## src/bc13_pkg.sv

```systemverilog
// ----------------------------------------------------------------------------
// bc13_pkg: shared types, constants and arithmetic helpers
// Palette types, register index codes and constant-divide helpers used by
// the BC1/BC3 block decoder lanes and merge stage.
// ----------------------------------------------------------------------------
package bc13_pkg;

  localparam int MAX_IMAGE_WIDTH = 4096;
  localparam int COL_W           = 10;
  localparam int ROW_W           = 10;
  localparam int BPR_W           = 11;
  localparam int CFG_DATA_W      = 11;
  localparam int PIX_PER_BLK     = 16;
  localparam int CNT_W           = $clog2(PIX_PER_BLK);

  // Largest usable blocks per row: min(MAX_IMAGE_WIDTH/4, 1024), at least 1
  localparam int ROW_LIMIT_RAW = (MAX_IMAGE_WIDTH / 4 > 1024) ? 1024 : MAX_IMAGE_WIDTH / 4;
  localparam int ROW_LIMIT     = (ROW_LIMIT_RAW < 1) ? 1 : ROW_LIMIT_RAW;

  typedef enum logic [0:0] {
    REG_FORMAT_MODE    = 1'b0,
    REG_BLOCKS_PER_ROW = 1'b1
  } bc13_reg_t;

  typedef logic [3:0][7:0] bc13_chan_pal_t;
  typedef logic [7:0][7:0] bc13_alpha_pal_t;

  typedef struct packed {
    bc13_chan_pal_t  pal_r;
    bc13_chan_pal_t  pal_g;
    bc13_chan_pal_t  pal_b;
    bc13_alpha_pal_t apal;
    logic [31:0]     codes;
    logic [47:0]     acodes;
    logic [COL_W-1:0] col;
    logic [ROW_W-1:0] row;
  } bc13_blk_t;

  // floor(c*255/31) = 8c + floor(7c/31), the latter by reciprocal 265/2^13
  function automatic logic [7:0] exp5(input logic [4:0] c);
    logic [15:0] p;
    p = {11'd0, c} * 16'd1855;
    return {c, 3'b000} + {5'd0, p[15:13]};
  endfunction

  // floor(c*255/63) = 4c + floor(c/21), the latter by reciprocal 49/2^10
  function automatic logic [7:0] exp6(input logic [5:0] c);
    logic [11:0] p;
    p = {6'd0, c} * 12'd49;
    return {c, 2'b00} + {6'd0, p[11:10]};
  endfunction

  // floor(x/3) for x <= 767: x*2731 >> 13
  function automatic logic [7:0] div3(input logic [9:0] x);
    logic [22:0] p;
    p = {13'd0, x} * 23'd2731;
    return p[20:13];
  endfunction

  // floor(x/7) for x <= 1785: x*2341 >> 14
  function automatic logic [7:0] div7(input logic [10:0] x);
    logic [22:0] p;
    p = {12'd0, x} * 23'd2341;
    return p[21:14];
  endfunction

  // floor(x/5) for x <= 1275: x*1639 >> 13
  function automatic logic [7:0] div5(input logic [10:0] x);
    logic [22:0] p;
    p = {12'd0, x} * 23'd1639;
    return p[20:13];
  endfunction

endpackage

```

## src/bc13_if.sv

```systemverilog
// ----------------------------------------------------------------------------
// bc13 channel interfaces
// Valid/ready channels for compressed blocks and decoded pixels.
// ----------------------------------------------------------------------------
interface bc13_blk_if;
  logic        valid;
  logic        ready;
  logic [15:0] color_end0;
  logic [15:0] color_end1;
  logic [31:0] color_codes;
  logic [7:0]  alpha_end0;
  logic [7:0]  alpha_end1;
  logic [47:0] alpha_codes;

  modport source (
    output valid, color_end0, color_end1, color_codes, alpha_end0, alpha_end1,
           alpha_codes,
    input  ready
  );
  modport sink (
    input  valid, color_end0, color_end1, color_codes, alpha_end0, alpha_end1,
           alpha_codes,
    output ready
  );
endinterface

interface bc13_pix_if;
  logic        valid;
  logic        ready;
  logic [7:0]  red;
  logic [7:0]  green;
  logic [7:0]  blue;
  logic [7:0]  alpha;
  logic [11:0] pixel_x;
  logic [11:0] pixel_y;
  logic        last_pixel;

  modport source (
    output valid, red, green, blue, alpha, pixel_x, pixel_y, last_pixel,
    input  ready
  );
  modport sink (
    input  valid, red, green, blue, alpha, pixel_x, pixel_y, last_pixel,
    output ready
  );
endinterface

```

## src/bc13_color_lane.sv

```systemverilog
// ----------------------------------------------------------------------------
// bc13_color_lane: one color channel palette lane
// Registers the two expanded endpoints, then builds the four-entry palette.
// ----------------------------------------------------------------------------
module bc13_color_lane
  import bc13_pkg::*;
(
  input  logic           clk,
  input  logic           en1,
  input  logic           en2,
  input  logic [7:0]     end0,
  input  logic [7:0]     end1,
  output bc13_chan_pal_t pal
);

  logic [7:0] e0;
  logic [7:0] e1;
  logic [9:0] sum_a;
  logic [9:0] sum_b;

  always_ff @(posedge clk) begin
    if (en1) begin
      e0 <= end0;
      e1 <= end1;
    end
  end

  assign sum_a = {1'b0, e0, 1'b0} + {2'b00, e1};
  assign sum_b = {2'b00, e0} + {1'b0, e1, 1'b0};

  always_ff @(posedge clk) begin
    if (en2) begin
      pal[0] <= e0;
      pal[1] <= e1;
      pal[2] <= div3(sum_a);
      pal[3] <= div3(sum_b);
    end
  end

endmodule

```

## src/bc13_alpha_lane.sv

```systemverilog
// ----------------------------------------------------------------------------
// bc13_alpha_lane: one interpolated alpha palette entry
// Forms the weighted endpoint sum, then divides by 7 or 5 per palette kind.
// ----------------------------------------------------------------------------
module bc13_alpha_lane
  import bc13_pkg::*;
(
  input  logic       clk,
  input  logic       en1,
  input  logic       en2,
  input  logic [2:0] idx,
  input  logic [7:0] a0,
  input  logic [7:0] a1,
  output logic [7:0] entry
);

  logic        gt;
  logic [2:0]  w0;
  logic [2:0]  w1;
  logic [10:0] prod0;
  logic [10:0] prod1;
  logic        gt_r;
  logic [10:0] sum_r;

  assign gt = (a0 > a1);

  // Eight-entry palette weights (8-i, i-1), six-entry ones (6-i, i-1)
  always_comb begin
    w1 = idx - 3'd1;
    if (gt) begin
      w0 = 3'd0 - idx;
    end else begin
      w0 = 3'd6 - idx;
    end
  end

  assign prod0 = {3'd0, a0} * {8'd0, w0};
  assign prod1 = {3'd0, a1} * {8'd0, w1};

  always_ff @(posedge clk) begin
    if (en1) begin
      gt_r  <= gt;
      sum_r <= prod0 + prod1;
    end
  end

  always_ff @(posedge clk) begin
    if (en2) begin
      if (gt_r) begin
        entry <= div7(sum_r);
      end else if (idx == 3'd6) begin
        entry <= 8'd0;
      end else if (idx == 3'd7) begin
        entry <= 8'd255;
      end else begin
        entry <= div5(sum_r);
      end
    end
  end

endmodule

```

## src/bc13_merge.sv

```systemverilog
// ----------------------------------------------------------------------------
// bc13_merge: pixel merge and output stage
// Holds one decoded block and walks its sixteen pixels into the output
// register, selecting color and alpha palette entries per pixel.
// ----------------------------------------------------------------------------
module bc13_merge
  import bc13_pkg::*;
(
  input  logic             clk,
  input  logic             rst,
  input  logic             format_mode,
  input  logic             load_valid,
  output logic             load_ready,
  input  bc13_blk_t        load_blk,
  bc13_pix_if.source       pixels
);

  bc13_blk_t        blk;
  logic             busy;
  logic [CNT_W-1:0] cnt;
  logic             fire;
  logic             last;
  logic [1:0]       ci;
  logic [2:0]       ai;
  logic [5:0]       abit;

  assign fire       = busy && (!pixels.valid || pixels.ready);
  assign last       = (cnt == CNT_W'(PIX_PER_BLK - 1));
  assign load_ready = !busy || (fire && last);

  assign abit = 6'({cnt, 1'b0}) + 6'(cnt);
  assign ci   = blk.codes[{cnt, 1'b0} +: 2];
  assign ai   = blk.acodes[abit +: 3];

  always_ff @(posedge clk) begin
    if (rst) begin
      busy <= 1'b0;
      cnt  <= '0;
    end else if (load_valid && load_ready) begin
      busy <= 1'b1;
      cnt  <= '0;
    end else if (fire) begin
      if (last) begin
        busy <= 1'b0;
      end
      cnt <= cnt + 1'b1;
    end
  end

  always_ff @(posedge clk) begin
    if (load_valid && load_ready) begin
      blk <= load_blk;
    end
  end

  always_ff @(posedge clk) begin
    if (rst) begin
      pixels.valid <= 1'b0;
    end else if (fire) begin
      pixels.valid <= 1'b1;
    end else if (pixels.ready) begin
      pixels.valid <= 1'b0;
    end
  end

  always_ff @(posedge clk) begin
    if (fire) begin
      pixels.red        <= blk.pal_r[ci];
      pixels.green      <= blk.pal_g[ci];
      pixels.blue       <= blk.pal_b[ci];
      pixels.alpha      <= format_mode ? blk.apal[ai] : 8'hFF;
      pixels.pixel_x    <= {blk.col, cnt[1:0]};
      pixels.pixel_y    <= {blk.row, cnt[3:2]};
      pixels.last_pixel <= last;
    end
  end

endmodule

```

## src/bc1_bc3_block_decoder.sv

```systemverilog
// ----------------------------------------------------------------------------
// bc1_bc3_block_decoder: BC1/BC3 texture block decoder
// Decodes one compressed 4x4 block per beat into sixteen RGBA8 pixel beats.
// ----------------------------------------------------------------------------
// Each accepted block beat yields sixteen pixel beats in raster order, one per
// cycle while the pixel channel is ready; the single pixel output register
// sets that rate. A block passes an endpoint stage and a palette stage (three
// color lanes and six alpha lanes side by side) before the merge stage loads
// it into its block register and emits its pixels via the output register,
// and up to two further blocks queue in those stages while the merge emits.
// Pixel coordinates come from a block column and row counter that advances on
// every accepted block and wraps at blocks_per_row (0 acts as 1, large values
// clamp to the image width limit).
// Write format_mode and blocks_per_row only while the decoder is idle.
// ----------------------------------------------------------------------------
module bc1_bc3_block_decoder
  import bc13_pkg::*;
(
  input  logic                  clk,
  input  logic                  rst,
  input  logic                  cfg_we,
  input  bc13_reg_t             cfg_index,
  input  logic [CFG_DATA_W-1:0] cfg_data,
  bc13_blk_if.sink              blocks,
  bc13_pix_if.source            pixels
);

  // Configuration registers
  logic             format_mode;
  logic [BPR_W-1:0] blocks_per_row;

  // Block position counter
  logic [COL_W-1:0] block_column;
  logic [ROW_W-1:0] block_row;
  logic [COL_W-1:0] block_column_next;
  logic [ROW_W-1:0] block_row_next;
  logic [BPR_W-1:0] row_limit;

  // Stage control
  logic accept;
  logic s1_valid;
  logic s2_valid;
  logic s1_adv;
  logic s2_adv;
  logic load_ready;

  // Side data carried alongside the lanes
  logic [31:0]      s1_codes;
  logic [47:0]      s1_acodes;
  logic [7:0]       s1_a0;
  logic [7:0]       s1_a1;
  logic [COL_W-1:0] s1_col;
  logic [ROW_W-1:0] s1_row;
  logic [31:0]      s2_codes;
  logic [47:0]      s2_acodes;
  logic [7:0]       s2_a0;
  logic [7:0]       s2_a1;
  logic [COL_W-1:0] s2_col;
  logic [ROW_W-1:0] s2_row;

  bc13_chan_pal_t  pal_r;
  bc13_chan_pal_t  pal_g;
  bc13_chan_pal_t  pal_b;
  bc13_alpha_pal_t apal;
  bc13_blk_t       s2_blk;

  // Configuration writes
  always_ff @(posedge clk) begin
    if (rst) begin
      format_mode    <= 1'b0;
      blocks_per_row <= BPR_W'(1);
    end else if (cfg_we) begin
      unique case (cfg_index)
        REG_FORMAT_MODE:    format_mode    <= cfg_data[0];
        REG_BLOCKS_PER_ROW: blocks_per_row <= cfg_data[BPR_W-1:0];
        default: ;
      endcase
    end
  end

  // Effective row length: zero acts as one, clamp to the width limit
  always_comb begin
    if (blocks_per_row == '0) begin
      row_limit = BPR_W'(1);
    end else if (blocks_per_row > BPR_W'(ROW_LIMIT)) begin
      row_limit = BPR_W'(ROW_LIMIT);
    end else begin
      row_limit = blocks_per_row;
    end
  end

  // Handshake: advance each stage when the one after it frees up
  assign s2_adv       = s2_valid && load_ready;
  assign s1_adv       = s1_valid && (!s2_valid || s2_adv);
  assign blocks.ready = !s1_valid || s1_adv;
  assign accept       = blocks.valid && blocks.ready;

  always_ff @(posedge clk) begin
    if (rst) begin
      s1_valid <= 1'b0;
      s2_valid <= 1'b0;
    end else begin
      if (accept) begin
        s1_valid <= 1'b1;
      end else if (s1_adv) begin
        s1_valid <= 1'b0;
      end
      if (s1_adv) begin
        s2_valid <= 1'b1;
      end else if (s2_adv) begin
        s2_valid <= 1'b0;
      end
    end
  end

  // Step the block position once per accepted block
  always_comb begin
    if ({1'b0, block_column} + BPR_W'(1) >= row_limit) begin
      block_column_next = '0;
      block_row_next    = block_row + 1'b1;
    end else begin
      block_column_next = block_column + 1'b1;
      block_row_next    = block_row;
    end
  end

  always_ff @(posedge clk) begin
    if (rst) begin
      block_column <= '0;
      block_row    <= '0;
    end else if (accept) begin
      block_column <= block_column_next;
      block_row    <= block_row_next;
    end
  end

  // Side data pipeline
  always_ff @(posedge clk) begin
    if (accept) begin
      s1_codes  <= blocks.color_codes;
      s1_acodes <= blocks.alpha_codes;
      s1_a0     <= blocks.alpha_end0;
      s1_a1     <= blocks.alpha_end1;
      s1_col    <= block_column;
      s1_row    <= block_row;
    end
    if (s1_adv) begin
      s2_codes  <= s1_codes;
      s2_acodes <= s1_acodes;
      s2_a0     <= s1_a0;
      s2_a1     <= s1_a1;
      s2_col    <= s1_col;
      s2_row    <= s1_row;
    end
  end

  // Color lanes: one per channel, endpoints expanded from RGB565
  bc13_color_lane u_lane_r (
    .clk  (clk),
    .en1  (accept),
    .en2  (s1_adv),
    .end0 (exp5(blocks.color_end0[15:11])),
    .end1 (exp5(blocks.color_end1[15:11])),
    .pal  (pal_r)
  );

  bc13_color_lane u_lane_g (
    .clk  (clk),
    .en1  (accept),
    .en2  (s1_adv),
    .end0 (exp6(blocks.color_end0[10:5])),
    .end1 (exp6(blocks.color_end1[10:5])),
    .pal  (pal_g)
  );

  bc13_color_lane u_lane_b (
    .clk  (clk),
    .en1  (accept),
    .en2  (s1_adv),
    .end0 (exp5(blocks.color_end0[4:0])),
    .end1 (exp5(blocks.color_end1[4:0])),
    .pal  (pal_b)
  );

  // Alpha lanes: palette entries two through seven; entries zero and one
  // are the endpoints themselves
  for (genvar i = 2; i < 8; i++) begin : g_alpha
    bc13_alpha_lane u_lane_a (
      .clk   (clk),
      .en1   (accept),
      .en2   (s1_adv),
      .idx   (3'(i)),
      .a0    (blocks.alpha_end0),
      .a1    (blocks.alpha_end1),
      .entry (apal[i])
    );
  end

  assign apal[0] = s2_a0;
  assign apal[1] = s2_a1;

  always_comb begin
    s2_blk.pal_r  = pal_r;
    s2_blk.pal_g  = pal_g;
    s2_blk.pal_b  = pal_b;
    s2_blk.apal   = apal;
    s2_blk.codes  = s2_codes;
    s2_blk.acodes = s2_acodes;
    s2_blk.col    = s2_col;
    s2_blk.row    = s2_row;
  end

  // Merge stage: pick palette entries per pixel and emit beats
  bc13_merge u_merge (
    .clk         (clk),
    .rst         (rst),
    .format_mode (format_mode),
    .load_valid  (s2_valid),
    .load_ready  (load_ready),
    .load_blk    (s2_blk),
    .pixels      (pixels)
  );

endmodule

```

## src/flat_wrapper.sv

```systemverilog
// flat-port wrapper written by rule: the top's interface ports become plain ports
module bc1_bc3_block_decoder_flat import bc13_pkg::*;
  (clk, rst, cfg_we, cfg_index, cfg_data, blocks_valid, blocks_color_end0, blocks_color_end1, blocks_color_codes, blocks_alpha_end0, blocks_alpha_end1, blocks_alpha_codes, blocks_ready, pixels_valid, pixels_red, pixels_green, pixels_blue, pixels_alpha, pixels_pixel_x, pixels_pixel_y, pixels_last_pixel, pixels_ready);
  bc13_blk_if blocks_i ();
  bc13_pix_if pixels_i ();
  input  logic clk;
  input  logic rst;
  input  logic cfg_we;
  input  bc13_reg_t cfg_index;
  input  logic [CFG_DATA_W-1:0] cfg_data;
  input wire logic [$bits(blocks_i.valid)-1:0] blocks_valid;
  input wire logic [$bits(blocks_i.color_end0)-1:0] blocks_color_end0;
  input wire logic [$bits(blocks_i.color_end1)-1:0] blocks_color_end1;
  input wire logic [$bits(blocks_i.color_codes)-1:0] blocks_color_codes;
  input wire logic [$bits(blocks_i.alpha_end0)-1:0] blocks_alpha_end0;
  input wire logic [$bits(blocks_i.alpha_end1)-1:0] blocks_alpha_end1;
  input wire logic [$bits(blocks_i.alpha_codes)-1:0] blocks_alpha_codes;
  output wire logic [$bits(blocks_i.ready)-1:0] blocks_ready;
  output wire logic [$bits(pixels_i.valid)-1:0] pixels_valid;
  output wire logic [$bits(pixels_i.red)-1:0] pixels_red;
  output wire logic [$bits(pixels_i.green)-1:0] pixels_green;
  output wire logic [$bits(pixels_i.blue)-1:0] pixels_blue;
  output wire logic [$bits(pixels_i.alpha)-1:0] pixels_alpha;
  output wire logic [$bits(pixels_i.pixel_x)-1:0] pixels_pixel_x;
  output wire logic [$bits(pixels_i.pixel_y)-1:0] pixels_pixel_y;
  output wire logic [$bits(pixels_i.last_pixel)-1:0] pixels_last_pixel;
  input wire logic [$bits(pixels_i.ready)-1:0] pixels_ready;
  assign blocks_i.valid = blocks_valid;
  assign blocks_i.color_end0 = blocks_color_end0;
  assign blocks_i.color_end1 = blocks_color_end1;
  assign blocks_i.color_codes = blocks_color_codes;
  assign blocks_i.alpha_end0 = blocks_alpha_end0;
  assign blocks_i.alpha_end1 = blocks_alpha_end1;
  assign blocks_i.alpha_codes = blocks_alpha_codes;
  assign blocks_ready = blocks_i.ready;
  assign pixels_valid = pixels_i.valid;
  assign pixels_red = pixels_i.red;
  assign pixels_green = pixels_i.green;
  assign pixels_blue = pixels_i.blue;
  assign pixels_alpha = pixels_i.alpha;
  assign pixels_pixel_x = pixels_i.pixel_x;
  assign pixels_pixel_y = pixels_i.pixel_y;
  assign pixels_last_pixel = pixels_i.last_pixel;
  assign pixels_i.ready = pixels_ready;
  bc1_bc3_block_decoder u_core (.clk(clk), .rst(rst), .cfg_we(cfg_we), .cfg_index(cfg_index), .cfg_data(cfg_data), .blocks(blocks_i), .pixels(pixels_i));
endmodule
```

## config.mk

```make
export PLATFORM = sky130hd
export DESIGN_NAME = bc1_bc3_block_decoder_flat
export DESIGN_NICKNAME = d
export VERILOG_FILES = /design/src/bc13_pkg.sv /design/src/bc13_if.sv /design/src/bc13_color_lane.sv /design/src/bc13_alpha_lane.sv /design/src/bc13_merge.sv /design/src/bc1_bc3_block_decoder.sv /design/src/flat_wrapper.sv
export SDC_FILE = /design/constraint.sdc
export NUM_CORES = 2
export LEC_CHECK = 0
export BUFFER_PORTS_ARGS = -buffer_cell sky130_fd_sc_hd__buf_2
export CAP_MARGIN = 20
export CORE_UTILIZATION = 60
export DETAILED_ROUTE_END_ITERATION = 6
export PLACE_DENSITY = 0.77
export SETUP_SLACK_MARGIN = 0.15
export SLEW_MARGIN = 25
export SYNTH_ARGS = -nofsm -noshare
export SYNTH_HDL_FRONTEND = slang
export SYNTH_SLANG_ARGS = --single-unit
export TNS_END_PERCENT = 10
```

## constraint.sdc

```tcl
create_clock -name clk -period 43.4 [get_ports clk]
set_clock_uncertainty 0.1 [all_clocks]
set_input_delay 10.85 -clock clk [delete_from_list [all_inputs] [get_ports clk]]
set_output_delay 10.85 -clock clk [all_outputs]
set_load 0.02 [all_outputs]
```

### Word-level counts from Yosys, hierarchy flattened

Cells that the tools add are included.

| operators by class | value |
|---|---|
| add/subtract/negate cells | 23 |
| multipliers | 31 |
| divide/modulo/power cells | 0 |
| $lt $le $gt $ge | 5 |
| eq/ne operators | 1 |
| shift operators | 2 |
| mux-type cells | 30 |
| bitwise operators | 1 |
| reductions and logical operators | 24 |

Operator list:

| operator | number |
|---|---|
| multiplier 11 x 12 -> 22 bit (second input constant) | 6 |
| multiplier 10 x 12 -> 21 bit (second input constant) | 6 |
| multiplier 11 x 11 -> 21 bit (second input constant) | 4 |
| multiplier 8 x 3 -> 11 bit | 6 |
| multiplier 5 x 11 -> 16 bit (second input constant) | 4 |
| 2-to-1 mux 8 bit | 8 |
| binary-select mux 8 bit (select 2 bit) | 3 |
| indexed part select 48 x 7 -> 3 bit | 1 |
| adder 8 x 3 -> 8 bit | 4 |
| indexed part select 32 x 6 -> 2 bit | 1 |
| adder 8 x 9 -> 10 bit | 3 |
| adder 9 x 8 -> 10 bit | 3 |
| binary-select mux 8 bit (select 3 bit) | 1 |
| multiplier 6 x 6 -> 12 bit (second input constant) | 2 |
| adder 11 x 10 -> 11 bit | 2 |
| adder 11 bit | 2 |
| 2-to-1 mux 11 bit | 2 |
| adder 10 x 1 -> 10 bit (second input constant) | 2 |
| multiplier 8 x 2 -> 10 bit (second input constant) | 2 |
| adder 8 x 2 -> 8 bit | 2 |
| adder 10 x 1 -> 11 bit (second input constant) | 1 |
| adder 11 x 8 -> 11 bit | 1 |
| adder 11 x 9 -> 11 bit | 1 |
| >= comparator 11 bit | 1 |
| other kinds (20) | 49 |

| word-level totals | value |
|---|---|
| register bits | 848 |
| latch bits | 0 |
| memory bits (writable) | 0 |
| ROM bits | 0 |
| input port bits | 145 |
| output and inout bits | 59 |
| logic and storage cells | 200 |
| memories kept | 0 |

### Depth between registers and ports, before layout

| depth | value |
|---|---|
| depth after elaboration | 11 |
| depth in mapped cells | 27 |
| gate-level depth less buffers | 27 |

### Cells and area by module

From an unflattened synthesis, not the netlist that was laid out.

| unflattened totals | value |
|---|---|
| cells, all modules | 6659 |
| area, all modules | 78282.6 um^2 |

Modules (own cells, without submodules):

| module | times used | cells each | area an instance (um^2) | sequential area each (um^2) |
|---|---|---|---|---|
| bc13_alpha_lane | 6 | 614 | 5964.5 | 600.6 |
| bc1_bc3_block_decoder | 1 | 882 | 12812.3 | 7647.3 |
| bc13_merge | 1 | 587 | 12613.3 | 9639.2 |
| bc13_color_lane at u_core.u_lane_g ... | 2 | 494 | 5654.2 | 1441.4 |
| bc13_color_lane at u_core.u_lane_b | 1 | 518 | 5761.8 | 1441.4 |

### Worst setup path after synthesis

Ideal clock, no wire load.

| path | value |
|---|---|
| kind | input to register |
| start | in pixels_ready |
| end | reg u_core.g_alpha[2].u_lane_a.entry[0] (enable) |
| setup time | 1.279 ns |
| data arrival time | 29.856 ns |
| data required time | 42.021 ns |
| setup slack | 12.165 ns |
| stages | 3 |
| buffers on the path | 0 |
| cells stage by stage | nor2b_1 -> o21a_1 -> a21boi_0 |

| on the way | value |
|---|---|
| word-level cells in the longest chain between the ends | 7 |

RTL lines:

| item | line | RTL |
|---|---|---|
| start, declared | flat_wrapper.sv:27 | `input wire logic [$bits(pixels_i.ready)-1:0] pixels_ready;` |
| logical OR 1 bit | bc13_merge.sv:27 | `assign fire = busy && (!pixels.valid \|\| pixels.ready);` |
| logical AND 1 bit | bc13_merge.sv:27 |  |
| logical AND 1 bit | bc13_merge.sv:29 | `assign load_ready = !busy \|\| (fire && last);` |
| logical OR 1 bit | bc13_merge.sv:29 |  |
| logical AND 1 bit | bc1_bc3_block_decoder.sv:93 | `assign s2_adv = s2_valid && load_ready;` |
| logical OR 1 bit | bc1_bc3_block_decoder.sv:94 | `assign s1_adv = s1_valid && (!s2_valid \|\| s2_adv);` |
| logical AND 1 bit | bc1_bc3_block_decoder.sv:94 |  |
| net u_core.g_alpha[2].u_lane_a.en2 | bc13_alpha_lane.sv:10 | `input logic en2,` |
| end signal, assigned | bc13_alpha_lane.sv:50 | `entry <= div7(sum_r);` |
| end signal, assigned | bc13_alpha_lane.sv:56 | `entry <= div5(sum_r);` |
| end, declared | bc13_alpha_lane.sv:14 | `output logic [7:0] entry` |

The timed path passes the listed nets, and every way through them passes these cells.
A chain may end at the register's enable or synchronous reset.

### Final worst setup path

| path | value |
|---|---|
| start | in pixels_ready |
| end | out blocks_ready |

| on the way | value |
|---|---|
| word-level cells in the longest chain between the ends | 8 |

RTL lines:

| item | line | RTL |
|---|---|---|
| logical OR 1 bit | bc13_merge.sv:27 |  |
| logical AND 1 bit | bc13_merge.sv:27 |  |
| logical AND 1 bit | bc13_merge.sv:29 |  |
| logical OR 1 bit | bc13_merge.sv:29 |  |
| logical AND 1 bit | bc1_bc3_block_decoder.sv:93 |  |
| logical OR 1 bit | bc1_bc3_block_decoder.sv:94 |  |
| logical AND 1 bit | bc1_bc3_block_decoder.sv:94 |  |
| logical OR 1 bit | bc1_bc3_block_decoder.sv:95 | `assign blocks.ready = !s1_valid \|\| s1_adv;` |
| end, declared | flat_wrapper.sv:18 | `output wire logic [$bits(blocks_i.ready)-1:0] blocks_ready;` |

Every way passes these cells.

==> flow_metrics.py <==
metrics = {
    "worst_setup_path": {
        "r2r_cells": 23,
        "r2r-start": "u_core.u_lane_g.e0[0]",
        "crit_path_start_kind": "input pin",
        "critical-path-max-stage-delay_ps": 430,
        "endpoint": "blocks_ready",
        "crit_path_end_kind": "output pin",
        "worstPathCellList": "buf_2, nor2b_1, o21a_1, nand3_1, buf_2",
        "rr_endpoint": "u_core.u_lane_g.pal[23]",
        "cp_slowest_cell": "o21a_1",
        "critical_path_class": "in2out",
        "cpLargestDelayFamily": "simple AND/OR/NAND/NOR gates",
        "critPathBufInv": 2,
        "cp.arrival_ps": 12000,
        "worstPathRequired_ps": 32450,
        "cp-startpoint": "pixels_ready",
        "path_common_cell": "buf_2",
        "reg2reg_setup_slack_ps": 35700,
        "cp.depth": 5,
        "crit_fanout": 6,
    },
    "detailed_routing": {
        "viasPerCell": 5.53,
        "vias": 38500,
        "firstDrtPassIters": 5,
        "drtIter0Drc": 1772,
        "wl_per_cell_um": 17.9,
        "ant_nets": 0,
        "drc": 0,
        "wl_um": 125000,
    },
    "placed_design": {
        "gp_congestion": 0.892,
        "place_hpwl_um": 98500,
        "dp.cells": 6783,
        "portBuffers": 203,
        "place_area_sq_um": 68700,
    },
    "clocking": {
        "cts_htree_levels": 3,
        "cts_hold_buf": 0,
        "clk_pin_slew_ps": 60,
        "cts_buffers": 91,
        "tritoncts": "yes",
        "cts_resized": 0,
        "clock_latency_ps": 680,
        "post_cts_buffers": 0,
        "cts_sinks": 840,
        "cts_root_buffer": "clkbuf_16",
        "clk_path_buf_depth": 3,
    },
    "timing": {
        "worst_slew_pin_slew_ps": 1020,
        "fin_crit_sh": 0.529,
        "hold_violations": 0,
        "finalSetupViolations": 0,
        "tns_ps": 0,
        "rsz0062_at_grt": "false",
        "relSlewSlack": 0.318,
        "min_period_ps": 22950,
        "fmax_ghz": 0.0436,
        "hold_slack_ps": 276,
        "slew_violations": 0,
    },
    "global_route": {
        "groute.usage.overall": 0.233,
        "grt_overflow": 0,
        "grt_pass1_wl_um": 206000,
        "grt_pass1_vias": 41100,
        "antenna_found_initial": 17,
        "grt_max_degree": 154,
    },
    "logic_synthesis": {
        "synthCells": 5193,
        "synth_cell_types": 69,
        "synth_top_area_frac": 0.365,
        "synth.area.top_cells": "edfxtp_1 (36%), ha_1 (25%), fa_1 (15%)",
        "synth-seq-area-share": 0.377,
        "syn_avg_cell_area_sq_um": 12.7,
        "ys_seq_elements": 840,
        "synth.most_common_cell": "ha_1",
        "ys_top_cells_by_count": "ha_1 (1293), inv_1 (1003), edfxtp_1 (800)",
        "syn_nets": 7130,
        "yosys_warnings": 0,
        "synth_edf_count": 800,
        "synthFlopType": "edfxtp_1",
        "synth_area_sq_um": 65900,
        "async_flop_share": 0,
        "synth_area_leader_cell": "edfxtp_1",
    },
    "worst_hold_path": {
        "hp-class": "reg2reg",
    },
    "final_layout": {
        "fillers": 7880,
        "fin_cells": 6956,
        "area_delta_synth_final_pct": 8.70,
        "postLayoutCellArea_sq_um": 71600,
        "final_nets": 7399,
        "drive_gt1_frac": 0.0849,
    },
    "floorplanning": {
        "rows": 121,
        "die_x_um": 333,
        "die-area_sq_um": 111000,
        "pin_count": 204,
        "die_y_um": 333,
        "start_util": 0.605,
        "core-area_sq_um": 109000,
    },
    "run": {
        "maxCapViolCount": 0,
    },
    "outcome": {
        "status": "completed",
    },
}
per-layer routing:
metal  vias to the layer above  track usage  part of all wire
li1                      18600            -                 -
met1                     18800        0.297              0.42
met2                       799        0.405              0.49
met3                       245       0.0404             0.055
met4                        24       0.0711             0.031
met5                         -            0            0.0013
layout by cell type, fill, tap and decap left out, types with 8 or more instances in the layout:
master	netlist	routed
edfxtp_1	800	800
buf_2	6	203
clkbuf_1	28	13
o21a_1	26	26
and3_1	25	25
clkbuf_16	0	91
mux4_2	77	77
o211ai_1	11	11
a21o_1	58	58
nor3_1	47	47
nor2b_1	31	29
o21ai_0	80	80
buf_4	6	19
xor2_1	93	93
a41o_1	8	8
nor4_1	9	9
dfxtp_1	40	39
a211oi_1	26	26
ha_1	1293	1292
clkinv_1	2	24
clkinv_2	0	16
or2_2	12	12
mux2i_1	52	52
a31oi_1	20	19
fa_1	499	499
and2_1	12	12
or3_1	13	13
xnor2_1	188	188
nand3_1	46	46
inv_1	1003	1003
o21bai_1	48	48
nand2_1	139	139
nand2b_1	25	25
nor2_1	157	157
a21oi_1	185	185
nand4_1	21	21
worst min-delay path by stage:
stage / startpoint / to / slack (ps) / depth (start not counted)
final: u_core.u_lane_r.pal[20] / u_core.u_merge.blk[248] / 280 / 0
after CTS: u_core.u_lane_r.pal[20] / u_core.u_merge.blk[248] / 280 / 0
after detailed placement: u_core.s1_a1[3] / u_core.s2_a1[3] / 300 / 0
after global placement: u_core.s2_acodes[10] / u_core.u_merge.blk[30] / 300 / 0
after global routing: u_core.u_lane_r.pal[20] / u_core.u_merge.blk[248] / 290 / 0
after floorplan: u_core.s1_a0[1] / u_core.s2_a0[1] / 300 / 0
cells by family after synthesis:
kind of cell | Yosys count | share of synthesized area
XOR/XNOR | 281 | 0.0373
buffers and inverters | 1055 | 0.0609
multiplexers | 137 | 0.0356
flip-flops | 840 | 0.377
AO/OA/AOI/OAI | 531 | 0.0520
AND/OR/NAND/NOR | 556 | 0.0403
adder cells (fa/ha/maj) | 1792 | 0.397
other | 1 | 0.0000569
registers in the layout, summed over array words and instances (netlist names), 32 cells and up:
signal	flops
u_core.g_alpha.u_lane_a.entry	48
u_core.g_alpha.u_lane_a.sum_r	60
u_core.s1_acodes	48
u_core.s1_codes	32
u_core.s2_acodes	48
u_core.s2_codes	32
u_core.u_lane_b.pal	32
u_core.u_lane_g.pal	32
u_core.u_lane_r.pal	32
u_core.u_merge.blk	260
through the flow:
step | utilization | setup slack, ps
final | 0.658 | 20450
after global routing | 0.658 | 20340
after CTS | 0.658 | 20460
after detailed placement | 0.631 | 20460
after global placement | 0.631 | 20480
after floorplan | - | 12170
area by class of cell:
| class | instances | area, sq um | share of cell area |
|---|---|---|---|
| multi-input cells | 3298 | 37100 | 0.518 |
| flip-flops and latches | 840 | 24800 | 0.347 |
| repair buffers | 224 | 1200 | 0.0167 |
| clock buffers | 104 | 2330 | 0.0325 |
| inverters | 1007 | 3780 | 0.0528 |
| well taps | 1414 | 1770 | 0.0247 |
| diodes | 5 | 12.5 | 0.000175 |
| clock inverters | 64 | 616 | 0.00859 |
Power is left out: the tool's default activity adds up to more than one toggle a clock period on the data nets, which glitch-free logic cannot reach.
